`src/design/rau_pkg.sv`:
```
// shared types and constants for the rational arithmetic unit
`timescale 1ns / 1ps
package rau_pkg;
    localparam int VALUE_WIDTH_DEF = 32;
    localparam int EQ_SCALE = 1000;
    localparam int WIDE_W = 66;

    typedef enum logic [3:0] {
        ACT_ADD = 4'd0, ACT_SUB = 4'd1, ACT_MUL = 4'd2, ACT_DIV = 4'd3,
        ACT_EQ = 4'd4, ACT_NE = 4'd5, ACT_LT = 4'd6, ACT_LE = 4'd7,
        ACT_GT = 4'd8, ACT_GE = 4'd9, ACT_INC = 4'd10, ACT_DEC = 4'd11,
        ACT_RED = 4'd12
    } action_t;

    localparam logic [1:0] ST_OK = 2'd0;
    localparam logic [1:0] ST_ZERO = 2'd1;
    localparam logic [1:0] ST_OVF = 2'd2;

    // divider request/response between sequencer and divider
    typedef struct packed {
        logic               start;
        logic [WIDE_W-1:0]  dividend;
        logic [WIDE_W-1:0]  divisor;
    } div_req_t;

    typedef struct packed {
        logic               done;
        logic [WIDE_W-1:0]  quot;
        logic [WIDE_W-1:0]  rem;
    } div_rsp_t;
endpackage

```
`src/design/rau_div.sv`:
```
// shared restoring divider, one quotient bit per cycle on unsigned magnitudes
`timescale 1ns / 1ps
module rau_div
    import rau_pkg::*;
(
    input  logic     clk,
    input  logic     rst_n,
    input  div_req_t req,
    output div_rsp_t rsp
);
    localparam int CW = $clog2(WIDE_W + 1);

    logic [WIDE_W-1:0] q_reg, q_next;
    logic [WIDE_W-1:0] r_reg, r_next;
    logic [WIDE_W-1:0] d_reg, d_next;
    logic [CW-1:0]     cnt_reg, cnt_next;
    logic              busy_reg, busy_next;
    logic              done_reg, done_next;
    logic [WIDE_W:0]   trial;

    always_comb
    begin
        q_next = q_reg;
        r_next = r_reg;
        d_next = d_reg;
        cnt_next = cnt_reg;
        busy_next = busy_reg;
        done_next = 1'b0;
        trial = {r_reg, q_reg[WIDE_W-1]} - {1'b0, d_reg};
        if (req.start)
        begin
            q_next = req.dividend;
            r_next = '0;
            d_next = req.divisor;
            cnt_next = CW'(WIDE_W);
            busy_next = 1'b1;
        end
        else if (busy_reg)
        begin
            if (!trial[WIDE_W])
            begin
                r_next = trial[WIDE_W-1:0];
                q_next = {q_reg[WIDE_W-2:0], 1'b1};
            end
            else
            begin
                r_next = {r_reg[WIDE_W-2:0], q_reg[WIDE_W-1]};
                q_next = {q_reg[WIDE_W-2:0], 1'b0};
            end
            cnt_next = cnt_reg - 1'b1;
            if (cnt_reg == CW'(1))
            begin
                busy_next = 1'b0;
                done_next = 1'b1;
            end
        end
    end

    always_ff @(posedge clk or negedge rst_n)
    begin
        if (!rst_n)
        begin
            busy_reg <= 1'b0;
            done_reg <= 1'b0;
            cnt_reg <= '0;
        end
        else
        begin
            busy_reg <= busy_next;
            done_reg <= done_next;
            cnt_reg <= cnt_next;
        end
    end

    always_ff @(posedge clk)
    begin
        q_reg <= q_next;
        r_reg <= r_next;
        d_reg <= d_next;
    end

    assign rsp.done = done_reg;
    assign rsp.quot = q_reg;
    assign rsp.rem = r_reg;
endmodule

```
`config.mk`:
```
export PLATFORM = sky130hd
export DESIGN_NAME = rau_div
export DESIGN_NICKNAME = d
export VERILOG_FILES = /design/src/design/rau_pkg.sv /design/src/design/rau_div.sv
export SDC_FILE = /design/constraint.sdc
export NUM_CORES = 1
export LEC_CHECK = 0
export ABC_AREA = 1
export BUFFER_PORTS_ARGS = -buffer_cell sky130_fd_sc_hd__buf_2
export CORE_UTILIZATION = 60
export CTS_BUF_LIST = sky130_fd_sc_hd__clkbuf_16
export CTS_CLUSTER_SIZE = 20
export DETAILED_ROUTE_END_ITERATION = 12
export PLACE_DENSITY = 0.81
export SLEW_MARGIN = 30
export SYNTH_ARGS = -nofsm -noshare
export SYNTH_HDL_FRONTEND = slang
export SYNTH_SLANG_ARGS = --single-unit
```
`constraint.sdc`:
```
create_clock -name clk -period 5.55 [get_ports clk]
set_input_delay 1.3875 -clock clk [delete_from_list [all_inputs] [get_ports clk]]
set_output_delay 1.3875 -clock clk [all_outputs]
set_load 0.02 [all_outputs]
```
==> results.sh <==
export IMPL_cp_end_kind="register"
export IMPL_cap_violations=0
export IMPL_hold_end="r_reg[27]"
export IMPL_rr_endpoint="r_reg[43]"
export IMPL_drive_gt1_share_pct=13.7
export IMPL_synth_area_leaders="edfxtp_1 27%, nand2_1 25%, inv_1 12%"
export IMPL_totalPowerFinal_mw=3.99
export IMPL_pre_cts_ws_ps=1770
export IMPL_ant_nets=0
export IMPL_port_buffers=267
export IMPL_final_min_clock_period_ps=3900
export IMPL_synth_area_per_cell_sq_um=6.43
export IMPL_final_cells=2898
export IMPL_h_tree_depth=1
export IMPL_std_cell_rows=57
export IMPL_timing_final_ws_setup_ps=1650
export IMPL_holdWs_ps=485
export IMPL_gp_congestion=1.06
export IMPL_drc=0
export IMPL_nets=2758
export IMPL_netlist_instances=2304
export IMPL_clk_insertion_delay_late_ps=530
export IMPL_p_per_area_nw_per_um2=232
export IMPL_die_h_microns=159
export IMPL_dp_cells=2851
export IMPL_multi_input_area_sq_um=7310
export IMPL_r2r_slack_ps=1650
export IMPL_top_layer="met4"
export IMPL_wl_met3_microns=5950
export IMPL_setup_worst_path_class="register to register"
export IMPL_seq_area_frac_synth_pct=37.2
export IMPL_overflow=0
export IMPL_yosysWarnings=0
export IMPL_status="complete, no violations"
export IMPL_core_area_sq_um=24200
export IMPL_syn_area_sq_um=14800
export IMPL_fin_area_sq_um=17200
export IMPL_route_met2_wl_microns=24900
export IMPL_tritoncts="yes"
export IMPL_fin_skew_ps=12.4
export IMPL_synthToLayoutAreaGrowth_pct=16.0
export IMPL_synth_nets=2508
export IMPL_synth_top_cell_by_area="edfxtp_1"
export IMPL_cts_root_buf="clkbuf_16"
export IMPL_slew_violations=0
export IMPL_grt_pass1_vias=15100
export IMPL_hold_path_depth=2
export IMPL_cts_setup_buffers=0
export IMPL_hold_path_class="register to register"
export IMPL_rsz0062_at_grt="false"
export IMPL_post_dp_cell_area_sq_um=16400
export IMPL_setup_viol=0
export IMPL_vdd_drop_max_mv=0.317
export IMPL_cts_reportedPaths_clkPinSlew_ps=60
export IMPL_grt_max_degree=74
export IMPL_finalHoldViolations=0
export IMPL_cts_inserted_buffers=24
export IMPL_fin_crit_sh_pct=70.3
export IMPL_crit_path_max_fanout=31
export IMPL_ys_ff_latch=207
export IMPL_die_w_microns=159
export IMPL_synth_top_cell_area_share_pct=26.8
export IMPL_p_leak_nw=9.96
export IMPL_grt_pass1_wl_microns=81400
export IMPL_seq_area_sq_um=5510
export IMPL_cts_sinks=207
export IMPL_ctsHoldBuffers=0
export IMPL_final_util_pct=70.8
export IMPL_routedWlPerCell_microns=18.7
export IMPL_clockBufferDepth=3
export IMPL_ios=268
export IMPL_cp_required_ps=5980
export IMPL_cts_resized_gates=0
export IMPL_async_flop_share_pct=4.35
export IMPL_start_kind="register"
export IMPL_reg2reg_from="d_reg[53]"
export IMPL_die_area_sq_um=25300
export IMPL_first_pass_iters=7
export IMPL_viasPerCell=5.58
export IMPL_grt_use_total_pct=41.4
export IMPL_synth_edf_count=132
export IMPL_via_count=16200
export IMPL_setup_tns_ps=0
export IMPL_cp_data_arrival_time_ps=4330
export IMPL_clock_fmax_ghz=0.256
export IMPL_tightest_slew_ps=892
export IMPL_dp_hpwl_microns=40100
export IMPL_fillCellCount=1933
export IMPL_antenna_found_initial=3
export IMPL_routed_wl_microns=54300
export IMPL_synthFlopType="edfxtp_1"
export IMPL_m1WireLength_microns=20300
export IMPL_slew_headroom_pct=40.5
export IMPL_worstRegToRegCells=14
export IMPL_synth_distinct_cells=39
export IMPL_start_util_pct=61.1
export IMPL_drtIter0Drc=1854
export IMPL_min_delay_start="r_reg[27]"
==> routing by layer <==
metal / up-vias / GRT usage, %
li1: 7537 / -
met1: 7289 / 50.9
met2: 1125 / 69.2
met3: 219 / 8.05
met4: 0 / 20.9
met5: - / 0
==> cell families (layout without fill, tap and decap cells) <==
kind of cell	count (synthesis)	count (layout)	share of synthesized area, %
other	0	3	0
buffers and inverters	520	787	13.5
and+or+nand+nor	1369	1369	37.7
adders and majority gates	69	69	5.88
xor gates and xnor gates	33	33	1.95
AOI/OAI and AO/OA	106	106	3.73
DFF	207	207	37.2
==> where the power goes <==
group          switching [mW]  internal (mW)  total [mW]
sequential             0.0567           1.75        1.80
combinational           0.403          0.182       0.585
clock                   0.687          0.910        1.60
total                    1.15           2.84        3.99
==> Yosys cell counts (10+ instances only) <==
| cell type | count |
|---|---|
| nand4_1 | 20 |
| nor2_1 | 142 |
| nand3_1 | 197 |
| a21oi_1 | 66 |
| edfxtp_1 | 132 |
| nor3_1 | 10 |
| ha_1 | 68 |
| xnor2_1 | 25 |
| dfxtp_1 | 66 |
| o21ai_0 | 29 |
| nand2_1 | 968 |
| inv_2 | 17 |
| inv_1 | 454 |
| buf_2 | 12 |
| clkbuf_1 | 26 |
==> layout make-up <==
| type | instances | share of cell area (%) |
|---|---|---|
| multi-input cells | 1577 | 42.6 |
| flip-flops and latches | 207 | 32.1 |
| repair buffers | 272 | 8.13 |
| clock buffers | 25 | 3.64 |
| well taps | 324 | 2.36 |
| inverters | 472 | 10.3 |
| diodes | 3 | 0.0437 |
| clock inverters | 18 | 0.838 |
==> layout by cell type (no fill, tap or decap), types with 4 or more instances in the layout <==
cell type	instances
nand2_1	968
inv_1	459
buf_2	266
nand3_1	197
nor2_1	140
edfxtp_1	132
ha_1	68
a21oi_1	66
dfxtp_1	66
o21ai_0	29
xnor2_1	25
clkbuf_16	25
nand4_1	20
inv_2	16
nor3_1	10
nand2_2	9
dfrtp_1	9
xor2_1	8
clkinv_2	5
buf_4	5
nor2_4	4
nor2_2	4
nand2_4	4
nor4_1	4
==> worst max path at each step <==
stage | end | slack, ps | cells after the start | startpoint
2_1_floorplan | q_reg[0] | 1900 | 4 | req[132]
3_3_place_gp | q_reg[0] | 1940 | 11 | r_reg[44]
3_5_place_dp | r_reg[43] | 1770 | 13 | r_reg[52]
4_1_cts | r_reg[40] | 1710 | 14 | d_reg[53]
5_1_grt | r_reg[40] | 1470 | 14 | d_reg[53]
6_report | r_reg[43] | 1650 | 14 | d_reg[53]
==> worst max-delay path: stages (launching register included) <==
cell      delay (ps)
edfxtp_1         380
inv_1             70
ha_1             270
a21oi_1          340
o21ai_1          170
a21oi_1          240
inv_1             70
nand2_1           60
nand2_1          110
nor2_4           180
nand3_2          630
nand2_2          900
nand2_1          160
nand3_1          110
nand2_1           60
No activity file was read; power rests on OpenSTA's default activity.
